`config.mk`:
```
export PLATFORM = sky130hd
export DESIGN_NAME = mcpg_cfg_regs
export DESIGN_NICKNAME = d
export VERILOG_FILES = /design/src/hw/rtl/mcpg_pkg.sv /design/src/hw/rtl/mcpg_cfg_regs.sv
export SDC_FILE = /design/constraint.sdc
export NUM_CORES = 1
export LEC_CHECK = 0
export ABC_AREA = 1
export BUFFER_PORTS_ARGS = -buffer_cell sky130_fd_sc_hd__clkbuf_2
export CAP_MARGIN = 20
export CORE_ASPECT_RATIO = 2
export CORE_UTILIZATION = 25
export CTS_BUF_LIST = sky130_fd_sc_hd__clkbuf_4
export CTS_CLUSTER_SIZE = 12
export DETAILED_ROUTE_END_ITERATION = 7
export GPL_TIMING_DRIVEN = 1
export PLACE_DENSITY = 0.6
export SLEW_MARGIN = 15
export SYNTH_ARGS = -nofsm -noshare
export SYNTH_HDL_FRONTEND = slang
export SYNTH_SLANG_ARGS = --single-unit
```
`constraint.sdc`:
```
create_clock -name clk -period 3.7 [get_ports clk]
set_input_delay 1.11 -clock clk [delete_from_list [all_inputs] [get_ports clk]]
set_output_delay 1.11 -clock clk [all_outputs]
set_load 0.03 [all_outputs]
```
`src/hw/rtl/mcpg_pkg.sv`:
```
`default_nettype none
package mcpg_pkg;

  localparam int COORD_BITS = 12;
  localparam int MAX_RADIUS = 10;

  localparam int RADIUS_W = 4;
  localparam int COLOR_W  = 32;
  localparam int PIX_W    = 11;
  localparam int ADDR_W   = 3;
  localparam int DATA_W   = 32;

  // signed offsets and decision term, wide enough for a zero radius stepping below zero
  localparam int OFS_W  = 6;
  localparam int TERM_W = 8;

  // signed point coordinate: centre plus or minus an offset
  localparam int PT_W = COORD_BITS + 2;

  // floor(2v/5) by reciprocal multiply
  localparam int SCALE_SHIFT = 20;
  localparam int SCALE_MUL_W = 18;
  localparam logic [SCALE_MUL_W-1:0] SCALE_MUL = SCALE_MUL_W'((2 ** SCALE_SHIFT) / 5 + 1);
  localparam int PROD_W = (PT_W + SCALE_MUL_W > SCALE_SHIFT + PIX_W) ?
                          (PT_W + SCALE_MUL_W) : (SCALE_SHIFT + PIX_W);

  localparam logic [RADIUS_W-1:0] RADIUS_RESET = RADIUS_W'(10);
  localparam logic [COLOR_W-1:0]  COLOR_RESET  = 32'h0099_FFFF;

  localparam logic [2:0] PT_LAST = 3'd7;

  typedef enum logic {
    REG_RADIUS = 1'b0,
    REG_COLOR  = 1'b1
  } mcpg_reg_t;

  typedef struct packed {
    logic load;
    logic emit;
  } mcpg_cmd_t;

  typedef struct packed {
    logic slot_free;
    logic last_pt;
  } mcpg_sts_t;

  function automatic logic [PIX_W-1:0] scale_coord(input logic [PT_W-2:0] v);
    logic [PROD_W-1:0] v2;
    logic [PROD_W-1:0] prod;
    v2   = PROD_W'({v, 1'b0});
    prod = v2 * PROD_W'(SCALE_MUL);
    return prod[SCALE_SHIFT +: PIX_W];
  endfunction

endpackage
`default_nettype wire

```
`src/hw/rtl/mcpg_cfg_regs.sv`:
```
`default_nettype none
module mcpg_cfg_regs import mcpg_pkg::*; (
  input  wire logic                clk,
  input  wire logic                rst_n,
  input  wire logic                psel,
  input  wire logic                penable,
  input  wire logic                pwrite,
  input  wire logic [ADDR_W-1:0]   paddr,
  input  wire logic [DATA_W-1:0]   pwdata,
  output logic      [DATA_W-1:0]   prdata,
  output logic                     pready,
  output logic      [RADIUS_W-1:0] radius,
  output logic      [COLOR_W-1:0]  color
);

  logic [RADIUS_W-1:0] radius_r;
  logic [COLOR_W-1:0]  color_r;
  logic                wr_en;
  mcpg_reg_t           reg_sel;

  assign pready  = 1'b1;
  assign wr_en   = psel && penable && pwrite;
  assign reg_sel = mcpg_reg_t'(paddr[2]);

  always_ff @(posedge clk) begin
    if (!rst_n) begin
      radius_r <= RADIUS_RESET;
      color_r  <= COLOR_RESET;
    end else if (wr_en) begin
      case (reg_sel)
        REG_RADIUS: radius_r <= pwdata[RADIUS_W-1:0];
        REG_COLOR:  color_r  <= pwdata[COLOR_W-1:0];
        default: ;
      endcase
    end
  end

  always_comb begin
    prdata = '0;
    if (paddr[1:0] == 2'b00) begin
      case (reg_sel)
        REG_RADIUS: prdata = DATA_W'(radius_r);
        REG_COLOR:  prdata = DATA_W'(color_r);
        default:    prdata = '0;
      endcase
    end
  end

  assign radius = radius_r;
  assign color  = color_r;

endmodule
`default_nettype wire

```
# == After elaboration in Yosys (flattened, before gate mapping) ==
# Cells that the tools add are included.
# word_totals
mem_bits_rw,0
mem_count,0
word_cells,10
mem_bits_ro,0
latch_bits,0
reg_bits,36
# op_classes
div,0
n_mux,2
n_addsub,0
order_cmp,0
reduce_logical,5
shift,0
multipliers,0
n_bitwise,1
n_eq_ne,0
# op_table
cell,n
$pmux W32 S2,1
$mux W32,1
$reduce_and A2 Y1,2
$logic_and A1 B1 Y1,2
$logic_not A2 Y1,1
$not A1 Y1,1

# == Depth between registers and ports, before layout ==
# Gate-level depths: netlist (run 1).
# logic_depth
ltp_word,3
mapped_depth,6

# == Worst setup path before layout (run 1) ==
# No wires, ideal clock.
# synth_path
path_kind,in2out
startpoint,input port paddr[1]
endpoint,output port prdata[2]
arrival_ns,2.079
cell_stages,4
t_required_ns,2.590
path_slack_ns,0.511
n_path_buf,2
cell_sequence,or2_1 -> buf_2 -> buf_6 -> a21oi_1
# synth_between
elab_chain_cells,2
# synth_rtl
item,line_no,rtl
start: declaration,mcpg_cfg_regs.sv:8,"input wire logic [ADDR_W-1:0] paddr,"
$logic_not A2 Y1,mcpg_cfg_regs.sv:40,if (paddr[1:0] == 2'b00) begin
$mux W32,mcpg_cfg_regs.sv:40,
end: declaration,mcpg_cfg_regs.sv:10,"output logic [DATA_W-1:0] prdata,"
# No other way between the ends.

# == Worst setup path after layout (run 1) ==
# layout_path
startpoint,input port paddr[2]
endpoint,output port prdata[25]
# layout_between
elab_chain_cells,3
# layout_rtl
item,line_no,rtl
$not A1 Y1 (no source line),--,
$pmux W32 S2 *,mcpg_cfg_regs.sv:41,case (reg_sel)
$mux W32 *,mcpg_cfg_regs.sv:40,
# Mark *: on every way between the ends. The rest lies on a longest branch, timed or not.

==> results of run 1 <==
final timing paths:
kind                                start         end  slack, ns  cells past startpoint
worst max-delay path             paddr[2]  prdata[25]       0.41                      5
worst min-delay path             color[7]    color[7]       0.49                      2
worst max register to register  color[24]   color[24]       3.08                      2
worst min register to register   color[7]    color[7]       0.49                      2
Yosys cell counts:
cell / number / area share [%]
a21oi_1: 4 / 1.1
buf_2: 4 / 1.1
buf_4: 4 / 1.7
buf_6: 10 / 6.3
clkbuf_1: 2 / 0.42
conb_1: 1 / 0.21
dfxtp_1: 36 / 40
inv_1: 14 / 2.9
inv_2: 2 / 0.42
nand2_1: 95 / 20
nand2_2: 2 / 0.70
nand3_1: 36 / 10
nand3_2: 1 / 0.56
nor2_1: 57 / 12
nor2_4: 1 / 0.63
nor2_8: 1 / 1.1
or2_1: 1 / 0.35
kinds of logic (layout without fill, tap and decap cells):
logic type	count (synthesis)	in the layout
simple gates	194	194
flops	36	36
buf+inv	36	135
compound gates	4	4
other cells	1	2
sequential cells by signal (all words and copies together) (netlist names):
name    cells
color      32
radius      4
layout make-up:
cell class	count	share of cell area, %
Multi-Input combinational cell	199	35.5
Sequential cell	36	30.6
Timing Repair Buffer	111	24.0
Tap cell	90	4.79
Inverter	16	2.55
Clock buffer	7	2.23
Clock inverter	1	0.160
Antenna cell	1	0.106
power by group:
| part | internal (mW) | total [mW] | switching (mW) |
|---|---|---|---|
| Combinational | 0.0527 | 0.168 | 0.115 |
| Sequential | 0.401 | 0.412 | 0.0107 |
| Clock | 0.0879 | 0.213 | 0.125 |
layer usage:
layer,vias to the layer above,global-route usage [%]
met1,876,14.2
met3,5,1.60
met5,-,0
li1,1021,-
met4,0,6.53
met2,68,26.3
critical path, cell delays in order:
cell	delay, ns
clkbuf_2	0.32
buf_4	0.34
nand2_1	0.09
nor2_1	0.10
clkbuf_2	0.21
per-stage QoR:
stage / util (%) / hold WS, ns
2_1_floorplan: - / 0.601
3_3_place_gp: 33.0 / 0.465
3_5_place_dp: 33.0 / 0.470
4_1_cts: 33.9 / 0.494
5_1_grt: 33.9 / 0.512
6_report: 33.9 / 0.489
cells in the final DEF (no fill, tap or decap), types with 4 or more instances in the layout:
cell type and n:
clkbuf_2 107, nand2_1 95, nor2_1 57, nand3_1 36
dfxtp_1 36, inv_1 14, clkbuf_4 7, a21oi_1 4
buf_4 4
==> results.json, run 1 <==
{
  "status": "finished clean",
  "syn_to_final_growth_pct": 31.7,
  "coreArea_mm2": 0.00694,
  "grt_max_degree": 37,
  "relSlewSlack_pct": 49.1,
  "fin_crit_ns": 3.29,
  "final-seq-area_um2": 721,
  "cp-end-kind": "output port",
  "hold_viol": 0,
  "synth_area_mm2": 0.00179,
  "grt_util_all_layers_pct": 14.0,
  "place.gp.congestion": 0.712,
  "die_area_mm2": 0.00750,
  "cts-root-buf": "clkbuf_4",
  "io_buffers": 107,
  "n_fill_cell": 795,
  "crit_arrival_ns": 2.18,
  "power_leakage_nw": 1.33,
  "irDropWorstVdd_mv": 0.150,
  "fin_crit_sh_pct": 89.0,
  "htreeDepth": 2,
  "initial_core_util_pct": 25.7,
  "grt_pass1_vias": 1751,
  "grt_antenna_before_repair": 1,
  "layout.nets": 409,
  "fin_area_mm2": 0.00235,
  "synth_cell_types": 17,
  "yosysWarnings": 0,
  "drv_slew": 0,
  "crit_fanout": 24,
  "final_antenna_net_count": 0,
  "synth_top_family_by_area": "simple AND/OR/NAND/NOR gates",
  "rsz0062_at_grt": "no",
  "dr_wl_met3_um": 197,
  "postCtsSetupBuffers": 0,
  "pin_count": 109,
  "insertion_delay_ns": 0.32,
  "firstDrtPassIters": 4,
  "hold_buffers": 0,
  "synth_compound_area_share_pct": 1.12,
  "tns_ns": 0,
  "numClockSinks": 36,
  "post_dp_cell_area_mm2": 0.00229,
  "synth_seq_cells": 36,
  "row_count": 43,
  "routedWlPerCell_um": 10.9,
  "dp_cells": 452,
  "highest_layer": "met4",
  "synth_fa_ha_area_share_pct": 0,
  "cts_buffers": 5,
  "syn_nets": 311,
  "grt_overflow": 0,
  "worstMarginPinSlew_ns": 0.764,
  "ctsLongestPathBuffers": 2,
  "cts_tree": "built",
  "setup_viol": 0,
  "layout-drive-gt1-share_pct": 33.8,
  "synthCells": 271,
  "hpwl_mm": 3.65,
  "multi_input_area_um2": 835,
  "path_class": "input pin to output port",
  "vias": 1970,
  "finClkSkew_ns": 0,
  "synth-seq-area-share_pct": 40.4,
  "routed_via_density": 4.27,
  "grt_pass1_wl_mm": 7.83,
  "avgSynthCellArea_um2": 6.59,
  "wl_met1_mm": 1.99,
  "cts_resized": 0,
  "die_w_um": 61.8,
  "clk_pin_slew_worst_paths_ns": 0.10,
  "fin_ws_ns": 0.407,
  "fin_cells": 461,
  "fp.dieH_um": 122,
  "hold_class": "flip-flop to flip-flop",
  "start_kind": "input pin",
  "drc_errors": 0,
  "maxCapViolCount": 0,
  "synthXorXnorAreaFrac_pct": 0,
  "max_freq_mhz": 304,
  "powerDensity_mw_per_mm2": 337,
  "pre_cts_ws_ns": 0.392,
  "met2WireLength_mm": 2.75,
  "drt-initial-drc-count": 50,
  "critPathRequiredTime_ns": 2.59,
  "total_power_uw": 793,
  "synthSimpleGateAreaFrac_pct": 45.4,
  "synth_mux_area_share_pct": 0,
  "wl_mm": 5.04
}
Note: power is estimated with default switching activity, not from simulation.
==> run 2: changes to the inputs <==
--- a/config.mk
+++ b/config.mk
@@ -15,6 +15,7 @@
 export DETAILED_ROUTE_END_ITERATION = 7
 export GPL_TIMING_DRIVEN = 1
 export PLACE_DENSITY = 0.6
+export RECOVER_POWER = 100
 export SLEW_MARGIN = 15
 export SYNTH_ARGS = -nofsm -noshare
 export SYNTH_HDL_FRONTEND = slang
==> run 2 against run 1 <==
  * The run now ends with max-capacitance violations, max-slew violations left
  * Register-to-register slack got worse by 0.05 ns
  * Count of clock-buffer cells in the layout did not move
  * Wire length rose by 1.5%
  * Critical endpoint is now prdata[9]
  * Critical path depth did not move
  * Largest cell class unchanged
  * Highest routed layer unchanged
==> results.json, run 2 (synthesized netlist as in run 1, its figures left out) <==
{
  "rsz0062_at_grt": "no",
  "start_kind": "input pin",
  "syn_to_final_growth_pct": 26.3,
  "wl_mm": 5.11,
  "finClkSkew_ns": 0,
  "drt-initial-drc-count": 47,
  "final_cell_mix": "95 x nand2_1, 68 x clkbuf_1, 58 x nor2_1",
  "critPathRequiredTime_ns": 2.59,
  "cts_buffers": 5,
  "cts-root-buf": "clkbuf_4",
  "layout-drive-gt1-share_pct": 15.1,
  "crit_arrival_ns": 2.29,
  "numClockSinks": 36,
  "pin_count": 109,
  "fin_cells": 461,
  "maxCapViolCount": 1,
  "insertion_delay_ns": 0.32,
  "die_area_mm2": 0.00750,
  "die_w_um": 61.8,
  "grt_overflow": 0,
  "place.gp.congestion": 0.712,
  "pre_cts_ws_ns": 0.392,
  "fin_ws_ns": 0.304,
  "drc_errors": 0,
  "crit_fanout": 24,
  "cts_tree": "built",
  "io_buffers": 107,
  "firstDrtPassIters": 4,
  "status": "finished, violations left",
  "path_class": "input pin to output port",
  "htreeDepth": 2,
  "violations": "max-capacitance violations, max-slew violations",
  "powerDensity_mw_per_mm2": 349,
  "initial_core_util_pct": 25.7,
  "grt_max_degree": 37,
  "hold_class": "flip-flop to flip-flop",
  "cts_resized": 0,
  "dp_cells": 452,
  "final_common_cell": "nand2_1",
  "grt_util_all_layers_pct": 14.0,
  "drv_slew": 33,
  "total_power_uw": 786,
  "clk_pin_slew_worst_paths_ns": 0.10,
  "setup_viol": 0,
  "vias": 1974,
  "coreArea_mm2": 0.00694,
  "fp.dieH_um": 122,
  "power_leakage_nw": 1.12,
  "ctsLongestPathBuffers": 2,
  "final_antenna_net_count": 0,
  "grt_pass1_vias": 1751,
  "tns_ns": 0,
  "cp-end-kind": "output port",
  "max_freq_mhz": 294,
  "relSlewSlack_pct": -43.2,
  "irDropWorstVdd_mv": 0.147,
  "hold_buffers": 0,
  "layout.nets": 409,
  "fin_crit_sh_pct": 91.8,
  "hpwl_mm": 3.65,
  "routedWlPerCell_um": 11.1,
  "routed_via_density": 4.28,
  "worstMarginPinSlew_ns": 2.14,
  "row_count": 43,
  "largest_reg_flops": 32,
  "fin_crit_ns": 3.40,
  "hold_viol": 0,
  "grt_antenna_before_repair": 1,
  "n_fill_cell": 828,
  "postCtsSetupBuffers": 0,
  "grt_pass1_wl_mm": 7.83
}
[run 2: routing by layer]
metal,GRT usage (%),wire (µm)
met4,6.53,96
met1,14.2,2030
met2,26.3,2760
met3,1.60,218
met5,0,0
[run 2: final cells by class]
type                       count  area [µm²]  share of cell area, %
multi-input combinational    199         827                   36.7
clock buffer                   7        52.6                   2.33
inverter                      16        60.1                   2.66
sequential                    36         721                   32.0
timing repair buffer         111         475                   21.1
clock inverter                 1        3.75                  0.166
tap                           90         113                   4.99
antenna                        1        2.50                  0.111
[run 2: path summary, 6_finish.rpt]
| path | slack [ns] | to | from | depth (start not counted) |
|---|---|---|---|---|
| hold / removal | 0.49 | color[7] | color[7] | 2 |
| setup reg to reg | 3.03 | color[24] | color[24] | 2 |
| hold reg to reg | 0.49 | color[7] | color[7] | 2 |
| setup / recovery | 0.30 | prdata[9] | paddr[2] | 5 |
[run 2: worst max-delay path, stage by stage]
cell	delay, ns
clkbuf_2	0.32
buf_4	0.33
nand2_1	0.09
nor2_1	0.10
clkbuf_1	0.32
[run 2: where the power goes]
group | switching (mW) | leakage, nW | total, mW | internal, mW
Combinational | 0.115 | 0.788 | 0.161 | 0.0461
Sequential | 0.0107 | 0.294 | 0.412 | 0.401
Clock | 0.125 | 0.0338 | 0.213 | 0.0879
Total | 0.251 | 1.12 | 0.786 | 0.535
[run 2: through the flow]
stage | cell area (µm²) | hold slack [ns] | utilization (%)
3_5_place_dp | 2290 | 0.470 | 33.0
2_1_floorplan | 1790 | 0.601 | -
3_3_place_gp | 2290 | 0.465 | 33.0
5_1_grt | 2250 | 0.511 | 32.5
6_report | 2250 | 0.488 | 32.5
4_1_cts | 2350 | 0.494 | 33.9
