--- src/hw/rtl/mcpg_pkg.sv ---
`default_nettype none
package mcpg_pkg;

  localparam int COORD_BITS = 12;
  localparam int MAX_RADIUS = 10;

  localparam int RADIUS_W = 4;
  localparam int COLOR_W  = 32;
  localparam int PIX_W    = 11;
  localparam int ADDR_W   = 3;
  localparam int DATA_W   = 32;

  // signed offsets and decision term, wide enough for a zero radius stepping below zero
  localparam int OFS_W  = 6;
  localparam int TERM_W = 8;

  // signed point coordinate: centre plus or minus an offset
  localparam int PT_W = COORD_BITS + 2;

  // floor(2v/5) by reciprocal multiply
  localparam int SCALE_SHIFT = 20;
  localparam int SCALE_MUL_W = 18;
  localparam logic [SCALE_MUL_W-1:0] SCALE_MUL = SCALE_MUL_W'((2 ** SCALE_SHIFT) / 5 + 1);
  localparam int PROD_W = (PT_W + SCALE_MUL_W > SCALE_SHIFT + PIX_W) ?
                          (PT_W + SCALE_MUL_W) : (SCALE_SHIFT + PIX_W);

  localparam logic [RADIUS_W-1:0] RADIUS_RESET = RADIUS_W'(10);
  localparam logic [COLOR_W-1:0]  COLOR_RESET  = 32'h0099_FFFF;

  localparam logic [2:0] PT_LAST = 3'd7;

  typedef enum logic {
    REG_RADIUS = 1'b0,
    REG_COLOR  = 1'b1
  } mcpg_reg_t;

  typedef struct packed {
    logic load;
    logic emit;
  } mcpg_cmd_t;

  typedef struct packed {
    logic slot_free;
    logic last_pt;
  } mcpg_sts_t;

  function automatic logic [PIX_W-1:0] scale_coord(input logic [PT_W-2:0] v);
    logic [PROD_W-1:0] v2;
    logic [PROD_W-1:0] prod;
    v2   = PROD_W'({v, 1'b0});
    prod = v2 * PROD_W'(SCALE_MUL);
    return prod[SCALE_SHIFT +: PIX_W];
  endfunction

endpackage
`default_nettype wire

--- src/hw/rtl/mcpg_datapath.sv ---
`default_nettype none
module mcpg_datapath import mcpg_pkg::*; (
  input  wire logic                  clk,
  input  wire logic                  rst_n,
  input  wire mcpg_cmd_t             cmd,
  output mcpg_sts_t                  sts,
  input  wire logic [COORD_BITS-1:0] centre_x,
  input  wire logic [COORD_BITS-1:0] centre_y,
  input  wire logic [RADIUS_W-1:0]   radius,
  input  wire logic [COLOR_W-1:0]    color,
  output logic                       out_valid,
  input  wire logic                  out_ready,
  output logic      [PIX_W-1:0]      pixel_x,
  output logic      [PIX_W-1:0]      pixel_y,
  output logic      [COLOR_W-1:0]    pixel_color,
  output logic                       on_image,
  output logic                       last_point
);

  logic [COORD_BITS-1:0]    cx_r, cy_r;
  logic signed [OFS_W-1:0]  major_r, minor_r;
  logic signed [TERM_W-1:0] term_r;
  logic [2:0]               pt_r;

  logic [RADIUS_W-1:0]      radius_eff;
  logic signed [OFS_W-1:0]  minor_inc, major_step;
  logic signed [TERM_W-1:0] minor_ext, major_ext, term_step;
  logic                     run_end;

  logic signed [OFS_W-1:0]  dx, dy;
  logic signed [PT_W-1:0]   cx_s, cy_s, dx_e, dy_e, px, py;
  logic                     pt_on;

  logic                     out_valid_r;
  logic [PIX_W-1:0]         pixel_x_r, pixel_y_r;
  logic [COLOR_W-1:0]       pixel_color_r;
  logic                     on_image_r, last_point_r;

  assign radius_eff = (radius > RADIUS_W'(MAX_RADIUS)) ? RADIUS_W'(MAX_RADIUS) : radius;

  // one midpoint step, applied after the eighth point
  always_comb begin
    minor_inc  = minor_r + OFS_W'(1);
    minor_ext  = TERM_W'(minor_inc);
    major_step = major_r;
    major_ext  = TERM_W'(major_r);
    term_step  = term_r + (minor_ext <<< 1) + TERM_W'(1);
    if (!term_r[TERM_W-1]) begin
      major_step = major_r - OFS_W'(1);
      major_ext  = TERM_W'(major_step);
      term_step  = term_r + ((minor_ext - major_ext + TERM_W'(1)) <<< 1);
    end
  end

  assign run_end   = (major_step < minor_inc);

  always_ff @(posedge clk) begin
    if (cmd.load) begin
      cx_r    <= centre_x;
      cy_r    <= centre_y;
      major_r <= OFS_W'(radius_eff);
      minor_r <= '0;
      term_r  <= TERM_W'(1) - TERM_W'(radius_eff);
      pt_r    <= '0;
    end else if (cmd.emit) begin
      pt_r <= pt_r + 3'd1;
      if (pt_r == PT_LAST) begin
        major_r <= major_step;
        minor_r <= minor_inc;
        term_r  <= term_step;
      end
    end
  end

  // bit 1 swaps the offsets, bit 0 mirrors x, bit 2 mirrors y
  always_comb begin
    dx   = pt_r[1] ? minor_r : major_r;
    dy   = pt_r[1] ? major_r : minor_r;
    cx_s = signed'(PT_W'(cx_r));
    cy_s = signed'(PT_W'(cy_r));
    dx_e = PT_W'(dx);
    dy_e = PT_W'(dy);
    px   = pt_r[0] ? (cx_s - dx_e) : (cx_s + dx_e);
    py   = pt_r[2] ? (cy_s + dy_e) : (cy_s - dy_e);
  end

  assign pt_on = !px[PT_W-1] && !py[PT_W-1];

  always_ff @(posedge clk) begin
    if (!rst_n) begin
      out_valid_r <= 1'b0;
    end else if (cmd.emit) begin
      out_valid_r <= 1'b1;
    end else if (out_ready) begin
      out_valid_r <= 1'b0;
    end
  end

  always_ff @(posedge clk) begin
    if (cmd.emit) begin
      pixel_x_r     <= pt_on ? scale_coord(px[PT_W-2:0]) : '0;
      pixel_y_r     <= pt_on ? scale_coord(py[PT_W-2:0]) : '0;
      pixel_color_r <= color;
      on_image_r    <= pt_on;
      last_point_r  <= sts.last_pt;
    end
  end

  assign sts.slot_free = !out_valid_r || out_ready;
  assign sts.last_pt   = (pt_r == PT_LAST) && run_end;

  assign out_valid   = out_valid_r;
  assign pixel_x     = pixel_x_r;
  assign pixel_y     = pixel_y_r;
  assign pixel_color = pixel_color_r;
  assign on_image    = on_image_r;
  assign last_point  = last_point_r;

endmodule
`default_nettype wire

--- config.mk ---
export PLATFORM = sky130hd
export DESIGN_NAME = mcpg_datapath
export DESIGN_NICKNAME = d
export VERILOG_FILES = /design/src/hw/rtl/mcpg_pkg.sv /design/src/hw/rtl/mcpg_datapath.sv
export SDC_FILE = /design/constraint.sdc
export NUM_CORES = 1
export LEC_CHECK = 0
export ABC_CLOCK_PERIOD_IN_PS = 23000
export BUFFER_PORTS_ARGS = -buffer_cell sky130_fd_sc_hd__buf_2
export CORE_ASPECT_RATIO = 0.75
export CORE_MARGIN = 5
export CORE_UTILIZATION = 32
export CTS_CLUSTER_SIZE = 24
export DETAILED_ROUTE_END_ITERATION = 16
export SYNTH_ARGS = -nofsm -noshare
export SYNTH_HDL_FRONTEND = slang
export SYNTH_SLANG_ARGS = --single-unit
--- constraint.sdc ---
create_clock -name clk -period 23 [get_ports clk]
set_input_delay 3.45 -clock clk [delete_from_list [all_inputs] [get_ports clk]]
set_output_delay 3.45 -clock clk [all_outputs]
set_load 0.01 [all_outputs]
### After elaboration in Yosys (flattened, before gate mapping)

Index checks and enable logic that the tools add are counted.

| word-level totals | value |
|---|---|
| register bits after elaboration | 104 |
| input port bits | 65 |
| output and inout bits | 59 |
| word-level logic and storage cells | 57 |

| cells by class | value |
|---|---|
| $add $sub $neg | 13 |
| multipliers | 2 |
| magnitude comparators | 2 |
| equal/unequal tests | 1 |
| mux-type cells | 15 |
| reduce and logical (&&, ||, !) cells | 11 |

Operators by type and width:

| cell | number |
|---|---|
| 13-bit by 16-bit multiplier with 28-bit output (second input constant) | 2 |
| 8-bit two-way mux | 4 |
| 13-bit by 6-bit adder with 14-bit output | 2 |
| 14-bit two-way mux | 2 |
| 13-bit by 6-bit subtractor with 14-bit output | 2 |
| 6-bit two-way mux | 3 |
| 4-bit two-way mux | 4 |
| 8-bit by 2-bit adder with 8-bit output (second input constant) | 1 |
| 8-bit by 7-bit adder with 8-bit output | 1 |
| 8-bit adder | 1 |
| 7-bit by 2-bit adder with 7-bit output (second input constant) | 1 |
| 6-bit by 6-bit subtractor with 7-bit output | 1 |
| 6-bit by 2-bit adder with 6-bit output (second input constant) | 1 |
| 6-bit < comparator | 1 |
| 2-bit nonzero test | 3 |
| 6-bit by 2-bit subtractor with 6-bit output (second input constant) | 1 |
| 1-bit by 4-bit subtractor with 5-bit output (first input constant) | 1 |
| 4-bit greater-than comparator (second input constant) | 1 |
| 2-bit AND reduction | 2 |
| 3-bit by 1-bit adder with 3-bit output (second input constant) | 1 |
| 3-bit equality test (second input constant) | 1 |
| 1-bit logical NOT | 3 |
| 1-bit logical AND | 2 |
| 1-bit two-way mux | 2 |
| 1-bit logical OR | 1 |

### Longest topological paths before layout

Gate-level depths: netlist (run 1).

| logic depth | value |
|---|---|
| depth in word-level cells | 8 |
| depth in mapped cells | 35 |
| gate-level depth less buffers | 34 |

### Worst setup path before layout (run 1)

Ideal clock, no wire load.

| path | value |
|---|---|
| path kind | reg-to-reg |
| from | reg pt_r[1] |
| to | reg pixel_x_r[10] (netlist: pixel_x[10]), data pin |
| setup time | 0.263 ns |
| arrival | 7.648 ns |
| required time | 22.737 ns |
| setup slack | 15.088 ns |
| cell stages (with the launch flop) | 32 |
| buffers on the path | 2 |
| clock period less this slack | 7.912 ns |
| cell sequence | dfxtp_1 -> buf_6 -> clkbuf_1 -> nor3b_1 -> o21ai_0 -> ha_1 -> inv_1 -> o21ai_0 -> ha_1 -> or2_2 -> a21oi_1 -> a21oi_1 -> or2_2 -> a31oi_1 -> xor2_1 -> ha_1 -> inv_1 -> fa_1 -> inv_1 -> fa_1 -> fa_1 -> fa_1 -> inv_1 -> ha_1 -> and3_1 -> a22oi_1 -> a21oi_1 -> a211oi_2 -> o21ai_2 -> o41a_4 -> a2111oi_4 -> nor4_2 |

| on the way | value |
|---|---|
| cells in the longest elaborated chain, start to end | 5 |
| elaborated cells on any way between the ends | 12 |
| those cells by class | add/sub (4); mul (1); mux (4); reduce/logical (3) |

Ends and longest elaborated chain:

| element | line | source |
|---|---|---|
| from (decl) | mcpg_datapath.sv:23 | `logic [2:0] pt_r;` |
| from (signal assigned) | mcpg_datapath.sv:66 | `pt_r <= pt_r + 3'd1;` |
| parallel branches: the longest is 5 deep, another holds 13-bit by 16-bit multiplier with 28-bit output | - |  |
| to (signal assigned) | mcpg_datapath.sv:101 | `pixel_x_r <= pt_on ? scale_coord(px[PT_W-2:0]) : '0;` |
| to (decl) | mcpg_datapath.sv:35 | `logic [PIX_W-1:0] pixel_x_r, pixel_y_r;` |

Parallel ways; which one is timed is not known.
A chain may end at the register's enable or synchronous reset.

### Worst setup path after layout (run 1)

Same ends and word-level chain as after synthesis.

==> out/summary.md, run 1 <==
Sequential elements use 25.1% of the synthesized area. The maximum number of buffers from clock root to sink came out at 2. Max-slew violation count: 0.

Counting every sink on the clock net gives 104. The final clock period utilization by the worst path works out to 38.3%. After synthesis, the largest family of logic cells by area is adder cells.

The tools report the worst clock skew on the final layout as 21.2 ps. Clock-pin slew was measured on the worst setup and hold paths at 80 ps. The worst hold path belongs to the class flip-flop to flip-flop.

The number of clock buffers added by TritonCTS is 9. After detailed routing, the total wire length is 25.9 mm. The floorplan die width came out at 233 um. The source-to-sink clock delay at the later pin of the worst-skew pair was 380 ps.

Element type at the critical path end: a flip-flop. The xor and xnor fraction of the mapped netlist area was 6.77%; the number of input and output port buffers inserted was 123. After routing, the total negative slack on setup checks comes to 0 ps.

The final number of setup-violating endpoints was 0. The signed area change from the synthesized netlist to the final layout works out to 12.1%. The count of maximum capacitance violations is 0. The fraction of synthesized cell area taken by the top area cell type is 23.1%.

At the pin with the least slew margin, the transition time is 927 ps. In the final routed layout, each cell accounts on average for 14.3 um. In this run, post-CTS hold repair placed 0 buffers.

Slack of the worst reg-to-reg path: 14180 ps. After legalization and detailed placement, the total HPWL measured 21.8 mm. The register bit count reported by yosys was 104.

Hold timing on the final database bottoms out at a slack of 515 ps. Once the clock tree was built, the resizer swapped 0 gates to a different size. Based on the critical path, the design can be clocked at up to 113 MHz. TritonCTS built the clock tree. For this run, the post-layout net count is 1678. The portion of synthesized area spent on multiplexers is 1.54%. The floorplan step set the die height to 177 um. The number of different library cells used by synthesis comes to 76. The flow ran to the end, and the final reports show no timing, DRC or antenna violations. The final cell utilization of the core was 36.2%; the number of detailed-routing iterations run before antenna repair was 4.

The tools report the routability congestion estimate as 0.875. Measured against its own limit, the worst slew margin works out to 38.1%. After synthesis, the share of flip-flops with an asynchronous set or reset is 0%. The logs give 377 for the violation count after the first detailed-routing iteration and 0 for the initial antenna violation count. The post-synthesis instance total is 1182, and the final critical-path required period is 8820 ps. The tools report the post-CTS repair timing setup buffer count as 0. For the maximum number of pins on one net before global-route repair, the log shows 65. The worst setup path is of the flip-flop to flip-flop kind. The die footprint was 41400 um^2. Counting every net in the synthesized netlist gives 1562. Leaving out fill and tap cells, the most frequent cell in the layout is inv_1. In the global route stage, overall resource usage came out at 12.9%. Number of failing hold endpoints at the final stage: 0. The routed layout has 8205 vias. For this run, design rule violations remaining after detail routing come to 0.

The simple-gate portion of the synthesized area came out at 8.19%. In this run the cell area of the synthesized design comes to 12000 um^2. The tree is rooted in a clkbuf_16.

In this run, synthesis inferred 92 flip-flops with an integrated enable. The clock tree synthesis step divided the H-tree into 3 levels. Post-synthesis adder-cell area fraction: 39.3%. Setup repair after global routing left no endpoint under its margin.

The required time of the critical path is 23100 ps. The sum of overflow across all layers after global routing is 0. The boundary pin count was 124. STA classifies the critical path startpoint as a flip-flop.

The number of cells after detailed placement came out at 1791. The final non-filler cell total came out at 1806. Summing the areas of all compound-gate instances in the mapped netlist gives 10.2% of the synthesized area. The standard cell core area is 37000 um^2. For this configuration, the core starts out at a cell density of 32.3%. The largest single stage delay on the critical path is 940 ps. For the global-route wire length before repair, the log shows 42.7 mm.

The slowest stage cell on the critical path was dfxtp_1. Sorting the synthesized cells by area gives the leading types as edfxtp_1 23%, ha_1 22%, fa_1 17%. In the layout the commonest cells are 254 x inv_1, 214 x ha_1, 123 x buf_2. The arrival time of the worst setup path was 8920 ps; the number of filler instances in the final layout was 3741. The count of warnings emitted by yosys came out at 0. After floorplanning, the core was divided into 61 placement rows. Most instantiated flip-flop cell in the synthesis netlist: edfxtp_1. The ratio of routed vias to standard cells came out at 4.54. In this run the remaining antenna-violating nets after routing total 0. The largest total area in the synthesized netlist belongs to edfxtp_1. The repair_antennas step left the layout with diodes totalling 0.

The share of post-route cells with drive strength above 1 was 13.3%; the largest fanout on the critical path was 22. The average cell area after synthesis was 10.1 um^2. The tools report the number of global-route vias before repair as 8453.
[worst max-delay path: cells and delay by family, from the launching register on]
kind	cells	cell delay (ps)
AO/OA/AOI/OAI	11	2380
multiplexers	1	350
adder cells (fa/ha/maj)	8	3370
buffers and inverters	4	230
AND/OR/NAND/NOR	5	1100
XOR/XNOR	1	160
flip-flops	1	940
[registers in the layout, summed over array words and instances (netlist names)]
name and flops:
pixel_color 32, cx_r 12, cy_r 12, pixel_x 11
pixel_y 11, term_r 8, major_r 6, minor_r 6
pt_r 3, last_point 1, on_image 1, out_valid 1
[synth_stat cells (4+ instances only)]
cell type,instances
dfxtp_1,12
fa_1,101
o21ai_0,34
nand3_1,19
a21o_1,18
ha_1,214
nor4_1,5
nand2b_1,12
o21a_1,13
xor2_1,31
or3_1,4
o21bai_1,7
o21ai_1,4
xnor2_1,57
edfxtp_1,92
a21boi_0,5
nor2_1,71
nand2_1,31
a31oi_1,4
buf_2,6
or2_2,5
a211oi_1,7
mux2i_1,15
nor2b_1,10
inv_1,254
a21oi_1,58
clkbuf_1,10
nor3_1,19
[metrics by stage]
stage,area (um^2),setup slack [ps]
after floorplan,12000,15090
after global placement,13100,14330
after detailed placement,13100,14180
after CTS,13400,14150
after global routing,13400,13490
final,13400,14180
[cell families after synthesis]
logic type | count (synthesis)
adders and majority gates | 315
buffers and inverters | 276
DFF | 104
AOI/OAI and AO/OA | 181
and+or+nand+nor | 199
xor gates and xnor gates | 90
muxes | 17
[layer usage]
| layer | track usage [%] | part of all wire, % | up-vias |
|---|---|---|---|
| met5 | 0 | 0 | - |
| met3 | 3.17 | 6.4 | 13 |
| met2 | 20.2 | 42 | 174 |
| met4 | 2.14 | 0.83 | 0 |
| met1 | 18.6 | 50 | 3851 |
| li1 | - | - | 4167 |
[final cells by class]
cell class / count / area (um^2) / area share, %
Timing Repair Buffer: 126 / 638 / 4.76
Clock buffer: 9 / 225 / 1.68
Tap cell: 504 / 631 / 4.70
Inverter: 255 / 962 / 7.17
Multi-Input combinational cell: 802 / 7900 / 58.9
Clock inverter: 6 / 53.8 / 0.401
Sequential cell: 104 / 3000 / 22.4
[path summary, 6_finish.rpt]
kind | startpoint | to | depth (start not counted)
max reg2reg | pt_r[1] | pixel_x[10] | 30
max | pt_r[1] | pixel_x[10] | 30
min reg2reg | out_valid | out_valid | 2
min | out_valid | out_valid | 2
Power of run 1 is left out: the tool's default activity adds up to more than one toggle a clock period on the data nets, which glitch-free logic cannot reach.
==> run 2: changes to the inputs <==
- ABC_CLOCK_PERIOD_IN_PS: 23000 -> 8800
- clock period: 23 -> 8.8 ns (I/O delays scaled with it)
==> out/summary.md, run 2 (synthesis gave the netlist of run 1 again) <==
The register cell area after layout came out at 3000 um^2 (about the same). For the required time of the critical path, the log shows 8910 ps (-14190 ps). The clock-pin slew reported for the worst setup and hold paths after clock tree synthesis came out at 100 ps (+20 ps).

The count of maximum capacitance violations was 0 (unchanged). The tools report the standard cell core area as 37000 um^2 (unchanged). The largest individual stage delay along the critical path comes from the cell fa_1. For the die footprint, the log shows 41400 um^2 (unchanged). The run gives 0 (unchanged) as the final number of setup-violating endpoints.

The number of input and output port buffers inserted works out to 123 (unchanged). The largest fanout on the critical path is 10 (-55%). The ratio of routed vias to standard cells was 4.55 (+0.13%); the number of global-route vias before repair was 8439 (-0.17%). The tools report the maximum operating frequency as 121 MHz (+7.1%).

The initial cell density of the core came out at 32.3% (unchanged). For the total number of H-tree levels, the log shows 3 (unchanged). The maximum number of buffers from clock root to sink was 2 (unchanged). The transition at the pin with the smallest max-transition slack was 822 ps (-105 ps); the maximum number of pins on one net before global-route repair was 58 (-11%). The library cell used most frequently in the layout, excluding fill and tap cells, is inv_1.

For the initial antenna violation count, the log shows 0 (unchanged). For the worst clock skew on the final layout, the log shows 23.5 ps (+2.26 ps). The kind of cell with the highest combined delay along the critical path is adder cells. The count of antenna-violating nets left after detailed routing is 0 (unchanged).

The number of detailed-routing iterations run before antenna repair is 5 (+1), and the hold slack is 504 ps (-10.7 ps). The critical setup path kind was flip-flop to flip-flop. For the max-slew violation count, the log shows 0 (unchanged). The remaining design rule violation count came out at 0 (unchanged).

The tightest min-delay check is of the flip-flop to flip-flop type. The stage delay of the slowest cell on the critical path came out at 620 ps (-320 ps). The share of post-route cells with drive strength above 1 was 14.1% (+0.78 points). The final non-filler cell total was 1812 (+0.33%). For the arrival time of the worst setup path, the log shows 8340 ps (-580 ps). The routed wirelength normalized by instance count came out at 14.6 um (+2.1%). The boundary pin count was 124 (unchanged). Element type at the critical path end: a flip-flop. The CTS buffer count was 9 (unchanged); the number of cells after detailed placement was 1795 (+0.22%). The count of inserted antenna diode cells was 0 (unchanged); the source-to-sink clock delay at the later pin of the worst-skew pair was 390 ps (about the same). Total track usage: 13.3% (+0.31 points). The type of element launching the critical path was a flip-flop.

The vias after detailed routing was 8243 (+0.46%). In the layout the commonest cells are 254 x inv_1, 214 x ha_1, 123 x buf_2. The total wire length was 26.5 mm (+2.5%); the standard-cell row count was 61 (unchanged). TritonCTS built the clock tree.

The tools report the violation count after the first detailed-routing iteration as 432 (+15%). The detailed placement HPWL was 22.2 mm (+2.2%); the height of the die was 177 um (unchanged). The clock sink count is 104 (unchanged). The post-cts hold buffer count is 0 (unchanged).

The final critical-path required period is 8230 ps (-583 ps), and the number of filler instances in the final layout is 3701 (-1.1%). In this run the clock root is driven by a clkbuf_16. The flip-flop count of the largest register after layout was 32 (unchanged).

The number of buffer and inverter instances along the worst setup path works out to 4 (unchanged). Area taken by multi-input logic gates: 7920 um^2 (+0.25%). The final clock period utilization by the worst path was 93.6% (+55 points). The run gives 0.860 (-1.7%) as the routability congestion estimate. The number of failing hold endpoints at the final stage was 0 (unchanged); the signed area change from the synthesized netlist to the final layout was 13.0%. The floorplan die width was 233 um (unchanged); the global-route wire length before repair was 43.5 mm (+2.0%). The flow ran to the end, and the final reports show no timing, DRC or antenna violations. The relative slew slack came out at 44.7% (+6.6 points). The setup TNS is 0 ps (unchanged), and the sum of overflow across all layers after global routing is 0 (unchanged). Setup repair after global routing left no endpoint under its margin. The post-layout net count came out at 1683 (+0.30%).
[run 2: changes by cell type in the layout (fill, tap and decap cells not counted), moves of 2 or more]
cell and change:
buf_4 +5, clkinv_8 +2, clkinvlp_4 -3, mux2i_1 -2, mux2i_2 +2
[run 2: what timing repair did]
item,4_1_cts,5_1_grt
endpoints found under the setup margin,0,2
resized for setup,0,5
setup buffers,0,1
endpoints found under the hold margin,0,0
[run 2: final cells by class]
type	count	share of cell area (%)
clock buffer	9	1.67
clock inverter	7	0.741
inverter	255	7.12
multi-input combinational	802	58.6
sequential	104	22.2
tap	504	4.67
timing repair buffer	131	5.00
[run 2: metrics by stage]
stage | util [%] | worst slack [ps] | area [um^2]
floorplan | - | 888 | 12000
global placement | 35.6 | 656 | 13200
detailed placement | 35.6 | 520 | 13200
CTS | 36.4 | 464 | 13500
global route | 36.5 | 23.7 | 13500
finish | 36.5 | 566 | 13500
[run 2: tightest hold or removal path: stages, from the launching register on]
cell	delay, ps
dfxtp_1	320
nand2b_1	70
a21boi_0	70
[run 2: final timing paths]
path	startpoint	to	slack, ps	depth (start not counted)
worst max-delay path	major_r[2]	pixel_x[10]	570	30
worst min-delay path	out_valid	out_valid	500	2
worst max register to register	major_r[2]	pixel_x[10]	570	30
worst min register to register	out_valid	out_valid	500	2
[run 2: metal layers]
| metal | up-vias | part of all wire (%) | track usage (%) |
|---|---|---|---|
| met1 | 3859 | 50 | 19.5 |
| met4 | 0 | 1.0 | 2.31 |
| met2 | 185 | 42 | 20.4 |
| li1 | 4182 | - | - |
| met3 | 17 | 6.3 | 2.85 |
| met5 | - | 0 | 0 |
Power of run 2 is left out for the same reason.
